[src/rtl/ttw_pkg.sv]
// Shared types and constants of the text terminal writer.
// No dependencies; every other file but the macro header imports this package.
`timescale 1ns / 1ps

package ttw_pkg;

    localparam int DEF_COLUMNS = 80;
    localparam int DEF_ROWS    = 25;

    localparam int FUNC_W = 2;
    localparam int CHAR_W = 8;
    localparam int RROW_W = 5;
    localparam int RCOL_W = 7;

    localparam logic [FUNC_W-1:0] FUNC_PUT   = 2'd0;
    localparam logic [FUNC_W-1:0] FUNC_CLEAR = 2'd1;
    localparam logic [FUNC_W-1:0] FUNC_READ  = 2'd2;
    // unused code: no change, answers with the cursor
    localparam logic [FUNC_W-1:0] FUNC_NONE  = 2'd3;

    localparam logic [CHAR_W-1:0] CH_NEWLINE = 8'd10;
    localparam logic [CHAR_W-1:0] CH_RETURN  = 8'd13;
    localparam logic [CHAR_W-1:0] CH_SPACE   = 8'd32;

    typedef struct packed {
        logic [FUNC_W-1:0] func;
        logic [CHAR_W-1:0] char_code;
        logic [RROW_W-1:0] read_row;
        logic [RCOL_W-1:0] read_col;
    } ttw_in_t;

    typedef struct packed {
        logic [CHAR_W-1:0] cell_char;
        logic [RCOL_W-1:0] cursor_col;
        logic [RROW_W-1:0] cursor_row;
    } ttw_out_t;

    // controller -> datapath
    typedef struct packed {
        logic latch;        // capture the accepted item
        logic next_line;    // column 0, row down or scroll
        logic col_zero;     // carriage return
        logic put_write;    // write char at cursor, column up
        logic clear_start;  // home cursor, start full sweep
        logic sweep_step;   // write one space at sweep address
        logic read;         // read one cell
        logic out_load;     // load the result register
        logic cell_sel;     // result carries the cell read
    } ttw_ctl_t;

    // datapath -> controller
    typedef struct packed {
        logic at_bottom;
        logic wrap_pending;
        logic sweep_last;
        logic out_free;
    } ttw_status_t;

endpackage

[src/rtl/ttw_ctrl.sv]
// Controller of the text terminal writer: sequences put, scroll, clear and read.
// Depends on ttw_pkg; drives the datapath through ttw_ctl_t.
`timescale 1ns / 1ps

module ttw_ctrl (
    input  logic                 clk,
    input  logic                 rst_n,
    input  logic                 cmd_valid,
    input  ttw_pkg::ttw_in_t     cmd_payload,
    output logic                 cmd_ready,
    input  ttw_pkg::ttw_status_t st,
    output ttw_pkg::ttw_ctl_t    ctl
);
    import ttw_pkg::*;

    typedef enum logic [6:0] {
        S_INIT   = 7'b0000001,
        S_IDLE   = 7'b0000010,
        S_SCROLL = 7'b0000100,
        S_CLEAR  = 7'b0001000,
        S_PUT    = 7'b0010000,
        S_READ   = 7'b0100000,
        S_RDONE  = 7'b1000000
    } state_t;

    state_t state_reg, state_next;
    logic   put_pend_reg, put_pend_next;   // a char write follows the scroll
    logic   accept;

    assign cmd_ready = (state_reg == S_IDLE) && st.out_free;
    assign accept    = cmd_valid && cmd_ready;

    always_comb
    begin
        ctl           = '0;
        state_next    = state_reg;
        put_pend_next = put_pend_reg;
        case (state_reg)
            S_INIT:
            begin
                ctl.sweep_step = 1'b1;
                if (st.sweep_last)
                    state_next = S_IDLE;
            end
            S_IDLE:
            begin
                if (accept)
                begin
                    ctl.latch = 1'b1;
                    case (cmd_payload.func)
                        FUNC_PUT:
                        begin
                            if (cmd_payload.char_code == CH_NEWLINE)
                            begin
                                ctl.next_line = 1'b1;
                                if (st.at_bottom)
                                begin
                                    put_pend_next = 1'b0;
                                    state_next    = S_SCROLL;
                                end
                                else
                                    ctl.out_load = 1'b1;
                            end
                            else if (cmd_payload.char_code == CH_RETURN)
                            begin
                                ctl.col_zero = 1'b1;
                                ctl.out_load = 1'b1;
                            end
                            else if (st.wrap_pending)
                            begin
                                ctl.next_line = 1'b1;
                                if (st.at_bottom)
                                begin
                                    put_pend_next = 1'b1;
                                    state_next    = S_SCROLL;
                                end
                                else
                                    state_next = S_PUT;
                            end
                            else
                                state_next = S_PUT;
                        end
                        FUNC_CLEAR:
                        begin
                            ctl.clear_start = 1'b1;
                            state_next      = S_CLEAR;
                        end
                        FUNC_READ:
                            state_next = S_READ;
                        default:
                            ctl.out_load = 1'b1;   // unused code: cursor only
                    endcase
                end
            end
            S_SCROLL:
            begin
                ctl.sweep_step = 1'b1;
                if (st.sweep_last)
                begin
                    if (put_pend_reg)
                        state_next = S_PUT;
                    else
                    begin
                        ctl.out_load = 1'b1;
                        state_next   = S_IDLE;
                    end
                end
            end
            S_CLEAR:
            begin
                ctl.sweep_step = 1'b1;
                if (st.sweep_last)
                begin
                    ctl.out_load = 1'b1;
                    state_next   = S_IDLE;
                end
            end
            S_PUT:
            begin
                ctl.put_write = 1'b1;
                ctl.out_load  = 1'b1;
                state_next    = S_IDLE;
            end
            S_READ:
            begin
                ctl.read   = 1'b1;
                state_next = S_RDONE;
            end
            S_RDONE:
            begin
                ctl.out_load = 1'b1;
                ctl.cell_sel = 1'b1;
                state_next   = S_IDLE;
            end
            default:
                state_next = S_INIT;
        endcase
    end

    always_ff @(posedge clk or negedge rst_n)
    begin
        if (!rst_n)
        begin
            state_reg    <= S_INIT;
            put_pend_reg <= 1'b0;
        end
        else
        begin
            state_reg    <= state_next;
            put_pend_reg <= put_pend_next;
        end
    end

endmodule

[config.mk]
export PLATFORM = sky130hd
export DESIGN_NAME = ttw_ctrl
export DESIGN_NICKNAME = d
export VERILOG_FILES = /design/src/rtl/ttw_pkg.sv /design/src/rtl/ttw_ctrl.sv
export SDC_FILE = /design/constraint.sdc
export NUM_CORES = 1
export LEC_CHECK = 0
export BUFFER_PORTS_ARGS = -buffer_cell sky130_fd_sc_hd__buf_2
export CORE_MARGIN = 10
export CORE_UTILIZATION = 41
export CTS_BUF_LIST = sky130_fd_sc_hd__clkbuf_8
export CTS_CLUSTER_SIZE = 40
export DETAILED_ROUTE_END_ITERATION = 7
export PLACE_DENSITY = 0.77
export SYNTH_ARGS = -nofsm -noshare
export SYNTH_HDL_FRONTEND = slang
export SYNTH_SLANG_ARGS = --single-unit
[constraint.sdc]
create_clock -name clk -period 1.65 [get_ports clk]
set_input_delay 0.0825 -clock clk [delete_from_list [all_inputs] [get_ports clk]]
set_output_delay 0.0825 -clock clk [all_outputs]
set_load 0.02 [all_outputs]
==> results by group, run 1 <==
STA
  – F_max: 505 MHz
  – # setup viols final: 11
  – Slew margin rel.: 66.2%
  – Slew @ Worst Pin: 0.504 ns
  – Fin. Hold Viols: 0
  – Final setup margin: -0.330 ns
  – RSZ-0062 raised after global routing: true
  – Minimum clock period: just under 2 ns
  – Final Slew Violations: 0
  – Worst Clk Skew: 0.00431 ns
  – Final Cycle Share: 120%

Setup path
  – Crit Path Max Fanout: 3
  – Crit path DAT: 1.90 ns
  – Flop2flop setup slack: -0.18 ns
  – Critical R2R Launch: state_reg[4]
  – WS Path Type: register to primary output
  – Worst R2R End: put_pend_reg
  – Crit end category: primary output
  – CP Launch Type: register
  – FF-to-FF path depth: 8
  – Worst Path Required: 1.57 ns

Logic synthesis
  – Compound-Gate Fraction of Synth Area: about 16%
  – Top post-synthesis cells by count: nor2_1 (10), dfrtp_1 (7), nor3_1 (6)
  – Xor/xnor cell area share of the yosys netlist: 3.60%
  – Yosys top cell area share: 24.0%
  – Netlist cell types: 42
  – Yosys warning count: 0
  – Post-Synth Adder-Cell Area: under 10%
  – Syn_area_per_cell: roughly 8.6 um2
  – Top-count cell post-synth: nor2_1
  – Main synth FF type: dfrtp_1
  – Largest family of logic cells by synthesized area: simple AND/OR/NAND/NOR gates
  – Synth Net Count: ~120
  – Simple-Gate Fraction of Synth Area: 40.5%
  – Post-Syn Area: 729 um2
  – Syn Inst Count: between 80 and 90
  – FFs w/ async S/R, synth: 100%
  – Largest area contributor in the netlist: dfrtp_1
  – Yosys reg bits: 8
  – Area contributors post-synth: dfrtp_1 (24%), ha_1 (5.1%), nor2_1 (5.1%), nor3_1 (4.1%), nor3b_1 (4.1%)
  – Number of synthesized flops with an enable pin: 0
  – Seq/Total Area, Yosys: 27.6%
  – Post-synthesis mux area share: ~2.7%

Power and ir drop
  – Clock group share of total power: between 15 and 20%
  – Pwr Total: around 1.3 mW
  – Power per cell area: around 1100 nW/um2
  – Power share of the sequential group: 22.7%
  – Switch share: 38.5%
  – Combinational power share: around three fifths
  – Cell internal pwr: between 0.8 and 0.9 mW
  – Static Leak: 0.629 nW
  – Max IR drop VDD: 0.542 mV
  – Sw Pwr: 0.513 mW

Die
  – DIE AREA: 3870 um2
  – Die Wd: 62.2 um
  – Die span in y: 62.2 um
  – Core Region: approximately 1700 um2
  – Initial Utilization: 42.7%
  – Top Ports: 39
  – Num rows: 15

Detailed routing
  – Iteration-0 DRC Markers: 3
  – Antenna Nets Post-Route: 0
  – Pre-Repair DR Iteration Count: 2
  – Mean number of vias per cell: 5.29
  – Final wirelength: about 2.5 mm
  – Drt wl/cell: approximately 15 um
  – Residual DRC: 0
  – Via count: 863

Worst hold path
  – Min-delay src: st[3]
  – Hold Crit Depth: 2
  – Hold WC Path Type: primary input to register
  – Worst Hold End: put_pend_reg

Placement
  – Post-DP HPWL: 1.77 mm
  – I/O Buffers: 26
  – Cell count after placement: 150
  – Placer Congestion: roughly 0.82

Clocking
  – Clk root buf: clkbuf_8
  – Clock Path Buffers: 2
  – TritonCTS buffer count: 3
  – CTS tree: yes
  – CTS clk-pin slew, worst paths: 0.05 ns
  – Clk_lat worst skew: 0.23 ns
  – CTS HTree Levels: 1
  – Clock sink count: 8

Final layout
  – Max reg flops: 7
  – Antenna diodes: 0
  – Layout Nets: 171
  – Share of layout cells above drive strength 1: 54.3%
  – Area growth from synthesis to layout: 73.4%
  – Filler-free cell count of the finished design: 163

GRT
  – Largest net degree at the start of global routing: 9
  – Vias in the first global route: 872
  – Initial antenna violation count: 0
  – Total gr overflow: 0
  – GRT Total Usage: roughly 11%
  – First-pass GRT wire length: around 3.8 mm

Status
  – Failing checks: setup timing
  – Status: finished with violations

Flow run
  – Max_cap viols: 0
==> power by group through the flow <==
| stage | registers (mW) | logic (mW) | clock network [mW] |
|---|---|---|---|
| floorplan | 0.289 | 0.373 | 0 |
| global placement | 0.287 | 0.610 | 0 |
| detailed placement | 0.290 | 0.627 | 0 |
| CTS | 0.297 | 0.713 | 0.246 |
| global route | 0.307 | 0.856 | 0.263 |
| finish | 0.302 | 0.783 | 0.246 |
==> placed cells by master, fill, tap and decap left out, types with 2 or more instances in the layout <==
| master | Yosys | layout |
|---|---|---|
| and4b_1 | 2 | 2 |
| nor2_4 | 1 | 3 |
| a2bb2oi_1 | 2 | 2 |
| clkbuf_8 | 0 | 3 |
| nor4b_1 | 3 | 3 |
| a31oi_1 | 2 | 2 |
| nor3_4 | 0 | 2 |
| buf_2 | 0 | 18 |
| xor2_1 | 3 | 3 |
| nand2_1 | 4 | 3 |
| nor3b_1 | 4 | 3 |
| ha_1 | 3 | 3 |
| nand3_1 | 3 | 3 |
| dfrtp_1 | 7 | 6 |
| nor3_1 | 6 | 3 |
| and2_4 | 1 | 2 |
| nor2_1 | 10 | 8 |
| and3_4 | 0 | 2 |
| buf_4 | 1 | 22 |
| inv_1 | 4 | 5 |
| buf_6 | 0 | 11 |
| mux2i_1 | 2 | 2 |
==> cell families (layout without fill, tap and decap cells) <==
| group | count (synthesis) | in the layout |
|---|---|---|
| xor gates and xnor gates | 3 | 3 |
| AOI/OAI and AO/OA | 14 | 14 |
| buffers and inverters | 8 | 61 |
| muxes | 2 | 2 |
| adders and majority gates | 3 | 3 |
| and+or+nand+nor | 47 | 47 |
| DFF | 8 | 8 |
==> worst max-delay path: stages, from the launching register on <==
cell	delay (ns)
dfrtp_1	0.38
or4b_4	0.57
nor2_4	0.14
nand3_4	0.10
clkinv_4	0.06
and3_4	0.17
o21a_2	0.13
buf_6	0.11
==> through the flow <==
| stage | TNS [ns] | hold slack (ns) | setup slack, ns | util (%) | cell area [um2] |
|---|---|---|---|---|---|
| 3_3_place_gp | -0.407 | -0.0739 | -0.109 | 59.8 | 1020 |
| 2_1_floorplan | -0.125 | -0.213 | -0.0759 | - | 747 |
| 5_1_grt | -2.90 | 0.0813 | -0.388 | 74.1 | 1260 |
| 6_report | -2.24 | 0.0684 | -0.330 | 74.1 | 1260 |
| 3_5_place_dp | -0.565 | -0.0699 | -0.134 | 59.8 | 1020 |
| 4_1_cts | -1.61 | 0.0579 | -0.324 | 68.9 | 1180 |
==> worst max path at each step <==
stage,from,slack (ns),endpoint,cells past startpoint
2_1_floorplan,state_reg[5],-0.08,ctl[7],6
3_3_place_gp,state_reg[5],-0.11,ctl[7],7
3_5_place_dp,state_reg[5],-0.13,ctl[7],7
4_1_cts,state_reg[4],-0.32,ctl[6],6
5_1_grt,state_reg[4],-0.39,ctl[7],7
6_report,state_reg[4],-0.33,ctl[7],7
==> cell type report <==
cell class / count / area, um2
clock inverters: 1 / 3.75
inverters: 5 / 23.8
fillers: 134 / 443
flip-flops and latches: 8 / 203
repair buffers: 52 / 389
multi-input cells: 69 / 573
clock buffers: 3 / 41.3
well taps: 25 / 31.3
==> routing by layer <==
layer / track usage [%] / share of wire [%] / vias up
met3: 5.20 / 5.7 / 2
met4: 2.57 / 1.1 / 0
met5: 0 / 0 / -
met2: 20.6 / 54 / 26
li1: - / - / 421
met1: 11.6 / 39 / 414
==> what timing repair did <==
item	4_1_cts	5_1_grt
resized for setup	22	14
setup endpoints to repair	11	15
hold endpoints to repair	8	0
buffers inserted	4	4
hold buffers	1	0
pin swaps	6	2
Note: power is estimated with default switching activity, not from simulation.
==> run 2: changes to the inputs <==
==> config.mk (replaced) <==
export PLATFORM = sky130hd
export DESIGN_NAME = ttw_ctrl
export DESIGN_NICKNAME = d
export VERILOG_FILES = /design/src/rtl/ttw_pkg.sv /design/src/rtl/ttw_ctrl.sv
export SDC_FILE = /design/constraint.sdc
export NUM_CORES = 1
export LEC_CHECK = 0
export CORE_AREA = 10 10 47 49
export CTS_BUF_LIST = sky130_fd_sc_hd__clkbuf_8
export CTS_CLUSTER_SIZE = 40
export DETAILED_ROUTE_END_ITERATION = 7
export DIE_AREA = 0 0 57 59
export DONT_BUFFER_PORTS = 1
export PLACE_DENSITY = 0.73
export SYNTH_ARGS = -nofsm -noshare
export SYNTH_HDL_FRONTEND = slang
export SYNTH_SLANG_ARGS = --single-unit
==> run 2 against run 1 <==
Compared with the run above: the flow still finishes with violations (setup timing); cell count is 16% lower; via count up 0.23%; register-to-register slack lost 0.10 ns; utilization up 7.7 points; clock power barely moved; setup slack better by 0.00075 ns; highest routed layer unchanged.
==> results by group, run 2 (synthesized netlist as in run 1, its figures left out) <==
Die
  – DIE AREA: 3360 um2 (was 3870 um2)
  – Initial Utilization: 52.1% (was 42.7%)
  – Core Region: 1400 um2 (was 1710 um2)
  – Num rows: 14 (was 15)
  – Top Ports: 39 (unchanged)
  – Die Wd: 57 um (was 62.2 um)
  – Die span in y: 59 um (was 62.2 um)

STA
  – Slew @ Worst Pin: 0.387 ns (was 0.504 ns)
  – RSZ-0062 raised after global routing: true (unchanged)
  – Final setup margin: -0.329 ns (was -0.330 ns)
  – F_max: 505 MHz (about the same)
  – Worst Clk Skew: 0.00706 ns (was 0.00431 ns)
  – Slew margin rel.: 74.1% (was 66.2%)
  – Final Cycle Share: 120% (about the same)
  – Fin. Hold Viols: 0 (unchanged)
  – Hold slack: 0.0942 ns (was 0.0684 ns)
  – Final Slew Violations: 0 (unchanged)
  – # setup viols final: 10 (was 11)
  – Minimum clock period: 1.98 ns (about the same)

Setup path
  – Worst Path Required: 1.57 ns (about the same)
  – Crit path DAT: 1.90 ns (about the same)
  – WS Path Type: register to primary output (unchanged)
  – CP Launch Type: register (unchanged)
  – Crit Path Max Fanout: 3 (unchanged)
  – Crit end category: primary output (unchanged)

Clocking
  – TritonCTS buffer count: 3 (unchanged)
  – Clock sink count: 8 (unchanged)
  – Clk_lat worst skew: 0.24 ns (was 0.23 ns)
  – Clock Path Buffers: 2 (unchanged)
  – CTS tree: yes (unchanged)
  – CTS HTree Levels: 1 (unchanged)
  – Clk root buf: clkbuf_8 (unchanged)
  – CTS clk-pin slew, worst paths: 0.04 ns (was 0.05 ns)

Status
  – Status: finished with violations (unchanged)
  – Failing checks: setup timing (unchanged)

Worst hold path
  – Hold WC Path Type: primary input to register (unchanged)

GRT
  – Total gr overflow: 0 (unchanged)
  – First-pass GRT wire length: 4.07 mm (was 3.76 mm)
  – GRT Total Usage: 15.0% (was 11.4%)
  – Largest net degree at the start of global routing: 9 (unchanged)
  – Initial antenna violation count: 0 (unchanged)
  – Vias in the first global route: 894 (was 872)

Final layout
  – Most frequent cells in the layout: buf_4 (28), nor2_1 (8), dfrtp_1 (7) (was buf_4 (22), buf_2 (18), buf_6 (11))
  – Max reg flops: 7 (unchanged)
  – Area growth from synthesis to layout: 57.1% (was 73.4%)
  – Final Util: 81.8% (was 74.1%)
  – Share of layout cells above drive strength 1: 47.1% (was 54.3%)
  – Antenna diodes: 0 (unchanged)
  – Final Cell Area: 1150 um2 (was 1260 um2)
  – Layout Nets: 154 (was 171)
  – Filler-free cell count of the finished design: 137 (was 163)
  – Leading cell type in the layout, fill and taps excluded: buf_4 (unchanged)

Detailed routing
  – Via count: 865 (was 863)
  – Antenna Nets Post-Route: 0 (unchanged)
  – Mean number of vias per cell: 6.31 (was 5.29)
  – Residual DRC: 0 (unchanged)
  – Final wirelength: 2.71 mm (was 2.52 mm)
  – Iteration-0 DRC Markers: 23 (was 3)
  – Drt wl/cell: 19.8 um (was 15.5 um)
  – Pre-Repair DR Iteration Count: 4 (was 2)

Placement
  – Post-placement cell area: 937 um2 (was 1020 um2)
  – Placer Congestion: 0.837 (was 0.823)
  – Post-DP HPWL: 1.81 mm (was 1.77 mm)
  – Cell count after placement: 121 (was 150)
  – I/O Buffers: 0 (was 26)

Power and ir drop
  – Pwr Total: 1.24 mW (was 1.33 mW)
  – Static Leak: 0.547 nW (was 0.629 nW)
  – Power per cell area: 1080 nW/um2 (was 1050 nW/um2)
  – Max IR drop VDD: 0.554 mV (was 0.542 mV)

Flow run
  – Max_cap viols: 0 (unchanged)
==> run 2: cell types whose count changed in the layout (fill, tap and decap cells not counted), sizes merged <==
| cell | delta |
|---|---|
| dlygate4sd3 | +1 |
| buf | -18 |
==> run 2: report_power, final <==
group          total, mW  internal, mW  switching, mW
registers          0.303         0.245         0.0576
logic              0.696         0.347          0.349
clock network      0.245         0.162         0.0835
total               1.24         0.753          0.490
==> run 2: repair_timing <==
| action | CTS | global route |
|---|---|---|
| endpoints found under the hold margin | 9 | 0 |
| setup endpoints to repair | 10 | 13 |
| setup buffers | 9 | 4 |
| gates resized for setup | 13 | 5 |
| hold buffers | 2 | 0 |
| pin swaps | 6 | 6 |
==> run 2: per-stage QoR <==
step                      worst slack [ns]  TNS [ns]
after floorplan                    -0.0759    -0.125
after global placement             -0.0776    -0.144
after detailed placement            -0.123    -0.227
after CTS                           -0.288     -1.81
after global routing                -0.381     -2.98
final                               -0.329     -2.36
==> run 2: worst paths after layout <==
check	from	to	slack, ns	cells past startpoint
max	state_reg[5]	ctl[7]	-0.33	6
min	st[1]	state_reg[0]	0.09	2
max reg2reg	state_reg[5]	put_pend_reg	-0.28	8
min reg2reg	state_reg[1]	state_reg[6]	0.68	1
max in group asynchronous	rst_n	state_reg[0]	1.17	1
min in group asynchronous	rst_n	state_reg[6]	0.18	1
==> run 2: final cells by class <==
class,instances,area [um2]
Fill cell,96,255
Timing Repair Buffer,35,295
Multi-Input combinational cell,69,561
Inverter,5,23.8
Clock buffer,3,41.3
Tap cell,16,20.0
Clock inverter,1,3.75
Sequential cell,8,201
==> run 2: layer usage <==
metal	global-route usage, %	up-vias	share of wire (%)	wire length (um)
li1	-	388	-	-
met1	14.1	426	33	897
met2	28.5	42	56	1520
met3	4.08	9	8.3	225
met4	8.39	0	2.3	63
met5	0	-	0	0
==> run 2: critical path: stages (launching register included) <==
cell and delay (ns):
dfrtp_1 0.38, or4b_4 0.58, nor2_4 0.17, nand3_4 0.11, clkinv_4 0.08, and3_4 0.19, o21a_4 0.16
==> run 3: changes to the inputs <==
--- a/config.mk
+++ b/config.mk
@@ -5,13 +5,14 @@
 export SDC_FILE = /design/constraint.sdc
 export NUM_CORES = 1
 export LEC_CHECK = 0
-export CORE_AREA = 10 10 47 49
+export ABC_AREA = 1
+export CORE_MARGIN = 10
+export CORE_UTILIZATION = 58
 export CTS_BUF_LIST = sky130_fd_sc_hd__clkbuf_8
 export CTS_CLUSTER_SIZE = 40
 export DETAILED_ROUTE_END_ITERATION = 7
-export DIE_AREA = 0 0 57 59
 export DONT_BUFFER_PORTS = 1
-export PLACE_DENSITY = 0.73
+export PLACE_DENSITY = 0.76
 export SYNTH_ARGS = -nofsm -noshare
 export SYNTH_HDL_FRONTEND = slang
 export SYNTH_SLANG_ARGS = --single-unit
==> run 3 against run 2 <==
Compared with the run above: the run now ends clean; die area increased by 0.77%; first-iteration DRC count increased by 57%; largest cell class unchanged; flip-flop and latch count unchanged; critical path depth increased by 1; utilization decreased by 4.6 points; combinational power decreased by 14%; wire length decreased by 20%; non-clock buffer count decreased by 24; sequential share of layout area increased by 2.1 points; setup slack improved by 0.42 ns.
==> results by group, run 3 <==
Logic synthesis
  – Seq/Total Area, Yosys: 23.8% (was 27.6%)
  – Yosys warning count: 0 (unchanged)
  – Yosys top cell area share: 20.7% (was 24.0%)
  – Syn Inst Count: 140 (was 85)
  – Synth Net Count: 172 (was 117)
  – Top post-synthesis cells by count: nand2_1 (35), nor2_1 (25), inv_1 (24) (was nor2_1 (10), dfrtp_1 (7), nor3_1 (6))
  – Syn_area_per_cell: 6.05 um2 (was 8.58 um2)
  – Netlist cell types: 21 (was 42)
  – Largest area contributor in the netlist: dfrtp_1 (unchanged)
  – Post-Syn Area: 847 um2 (was 729 um2)
  – Top-count cell post-synth: nand2_1 (was nor2_1)
  – Number of synthesized flops with an enable pin: 0 (unchanged)
  – Area contributors post-synth: dfrtp_1 (21%), nand2_1 (16%), nor2_1 (11%), inv_1 (11%), nand3_1 (7.7%) (was dfrtp_1 (24%), ha_1 (5.1%), nor2_1 (5.1%), nor3_1 (4.1%), nor3b_1 (4.1%))
  – Yosys reg bits: 8 (unchanged)
  – Main synth FF type: dfrtp_1 (unchanged)
  – FFs w/ async S/R, synth: 100% (unchanged)

GRT
  – Layer carrying the most global-route usage: met2 (unchanged)
  – GRT Total Usage: 13.1% (was 15.0%)
  – Vias in the first global route: 845 (was 894)
  – Largest net degree at the start of global routing: 9 (unchanged)
  – Met1 usage: 15.4% (was 14.1%)
  – Met2 usage: 21.8% (was 28.5%)
  – Total gr overflow: 0 (unchanged)
  – First-pass GRT wire length: 3.65 mm (was 4.07 mm)
  – Met3 GRT Util: 5.45% (was 4.08%)
  – Initial antenna violation count: 0 (unchanged)

Setup path
  – Crit path DAT: 1.48 ns (was 1.90 ns)
  – Crit end category: primary output (unchanged)
  – Worst path depth: 7 (was 6)
  – FF-to-FF path depth: 8 (unchanged)
  – Worst Path Required: 1.57 ns (about the same)
  – WS Path Type: register to primary output (unchanged)
  – CP Launch Type: register (unchanged)
  – CP Cell Sequence: nor2_4 -> nand3_2 -> nor2_4 -> nand3_4 -> a21oi_2 -> nand2_1 -> nand3_4 (was or4b_4 -> nor2_4 -> nand3_4 -> clkinv_4 -> and3_4 -> o21a_4)
  – CP peak stage delay: 0.44 ns (was 0.58 ns)
  – Buf/Inv on CP: 0 (was 1)
  – Crit path max-delay family: simple AND/OR/NAND/NOR gates (unchanged)
  – Crit Path Max Fanout: 6 (was 3)
  – CP max stage cell: dfrtp_2 (was or4b_4)

Placement
  – Post-DP HPWL: 1.69 mm (was 1.81 mm)
  – DP Worst Slack: 0.145 ns (was -0.123 ns)
  – Placer Congestion: 0.831 (was 0.837)
  – Cell count after placement: 161 (was 121)
  – I/O Buffers: 0 (unchanged)

Final layout
  – Area growth from synthesis to layout: 21.6% (was 57.1%)
  – Share of layout cells above drive strength 1: 24.7% (was 47.1%)
  – Most frequent cells in the layout: nand2_1 (35), inv_1 (25), nor2_1 (23) (was buf_4 (28), nor2_1 (8), dfrtp_1 (7))
  – # fillers: 103 (was 96)
  – FF/Latch Area: 203 um2 (was 201 um2)
  – Area of the multi-input gates: 582 um2 (was 561 um2)
  – Max reg flops: 7 (unchanged)
  – Layout Nets: 187 (was 154)
  – Antenna diodes: 0 (unchanged)
  – Final Util: 77.2% (was 81.8%)
  – Leading cell type in the layout, fill and taps excluded: nand2_1 (was buf_4)
  – Filler-free cell count of the finished design: 169 (was 137)

Flow run
  – Max_cap viols: 0 (unchanged)

Clocking
  – Clk root buf: clkbuf_8 (unchanged)
  – CTS HTree Levels: 1 (unchanged)
  – CTS clk-pin slew, worst paths: 0.05 ns (was 0.04 ns)
  – Clk_lat worst skew: 0.23 ns (was 0.24 ns)
  – Clock sink count: 8 (unchanged)
  – TritonCTS buffer count: 3 (unchanged)
  – Clock Path Buffers: 2 (unchanged)
  – CTS tree: yes (unchanged)

Detailed routing
  – Residual DRC: 0 (unchanged)
  – Drt wl/cell: 12.8 um (was 19.8 um)
  – Mean number of vias per cell: 5.17 (was 6.31)
  – Via count: 873 (was 865)
  – Iteration-0 DRC Markers: 36 (was 23)
  – Antenna Nets Post-Route: 0 (unchanged)
  – Pre-Repair DR Iteration Count: 4 (unchanged)
  – Final wirelength: 2.16 mm (was 2.71 mm)

STA
  – Worst Clk Skew: 0.00956 ns (was 0.00706 ns)
  – Final Cycle Share: 94.4% (was 120%)
  – RSZ-0062 raised after global routing: true (unchanged)
  – Minimum clock period: 1.56 ns (was 1.98 ns)
  – # setup viols final: 0 (was 10)
  – F_max: 642 MHz (was 505 MHz)
  – Slew margin rel.: 75.4% (was 74.1%)
  – Slew @ Worst Pin: 0.366 ns (was 0.387 ns)
  – Final Slew Violations: 0 (unchanged)
  – Final setup margin: 0.0918 ns (was -0.329 ns)
  – Fin. Hold Viols: 0 (unchanged)

Power and ir drop
  – Max IR drop VDD: 0.804 mV (was 0.554 mV)
  – Static Leak: 0.542 nW (was 0.547 nW)
  – Pwr Total: 1.15 mW (was 1.24 mW)
  – Power per cell area: 1120 nW/um2 (was 1080 nW/um2)

Die
  – Die span in y: 58.2 um (was 59 um)
  – Num rows: 13 (was 14)
  – Initial Utilization: 63.5% (was 52.1%)
  – Top Ports: 39 (unchanged)
  – Core Region: 1330 um2 (was 1400 um2)
  – DIE AREA: 3390 um2 (was 3360 um2)
  – Die Wd: 58.2 um (was 57 um)

Worst hold path
  – Hold Crit Depth: 3 (was 2)
  – Hold WC Path Type: primary input to register (unchanged)

Status
  – Status: complete, no violations (was finished with violations)
-- run 3: cell types whose count changed after synthesis, sizes merged, moves of 3 or more --
cell   delta
o21ai     +7
nor3b     -4
inv      +21
nor2     +22
and3      -3
nand3    +11
nor3      -5
nor4b     -3
xor2      -3
a21oi     +3
nand2    +36
-- run 3: through the flow --
step	cell area (um2)	hold WS, ns	TNS [ns]
after global placement	911	-0.213	0
after CTS	978	0.0732	0
after floorplan	847	-0.213	0
final	1030	0.0841	0
after detailed placement	911	-0.213	0
after global routing	1030	0.0808	-0.0513
-- run 3: cells by family (layout without fill, tap and decap cells) --
logic type               Yosys count  count (layout)  synth area share, %
flip-flops                         8               8                 23.8
buffers and inverters             26              40                 12.3
AND/OR/NAND/NOR                   93              93                 53.6
AO/OA/AOI/OAI                     10              10                 5.91
adder cells (fa/ha/maj)            3               3                 4.43
-- run 3: area by class of cell --
| class | count | area share [%] |
|---|---|---|
| clock buffer | 3 | 4.01 |
| tap | 15 | 1.82 |
| timing repair buffer | 11 | 8.26 |
| multi-input combinational | 106 | 56.5 |
| clock inverter | 1 | 0.365 |
| sequential | 8 | 19.7 |
| inverter | 25 | 9.36 |
-- run 3: what timing repair did --
action	4_1_cts	5_1_grt
hold endpoints to repair	8	0
gates resized for setup	1	10
setup endpoints to repair	1	2
hold buffers	1	0
pin swaps	1	2
setup buffers	1	2
-- run 3: layer usage --
layer / vias up / share of wire, % / routed length, um
li1: 460 / - / -
met1: 380 / 42 / 919
met5: - / 0 / 0
met4: 0 / 0 / 0
met2: 33 / 48 / 1040
met3: 0 / 9.7 / 210
-- run 3: worst min-delay path, delay by kind of cell --
kind,cells,cell delay (ns)
and+or+nand+nor,2,0.16
buffers and inverters,1,0.03
-- run 3: final timing paths --
kind	start	end	slack (ns)
setup reg to reg	state_reg[0]	state_reg[0]	0.17
setup / recovery	state_reg[3]	ctl[1]	0.09
min in group asynchronous	rst_n	state_reg[6]	0.19
hold / removal	st[1]	state_reg[2]	0.08
max in group asynchronous	rst_n	state_reg[0]	1.14
hold reg to reg	state_reg[6]	state_reg[6]	0.49
-- run 3: where the power goes --
part	total (mW)	internal [mW]	switching [mW]
logic	0.597	0.197	0.400
clock network	0.239	0.161	0.0775
registers	0.317	0.254	0.0627
total	1.15	0.612	0.540
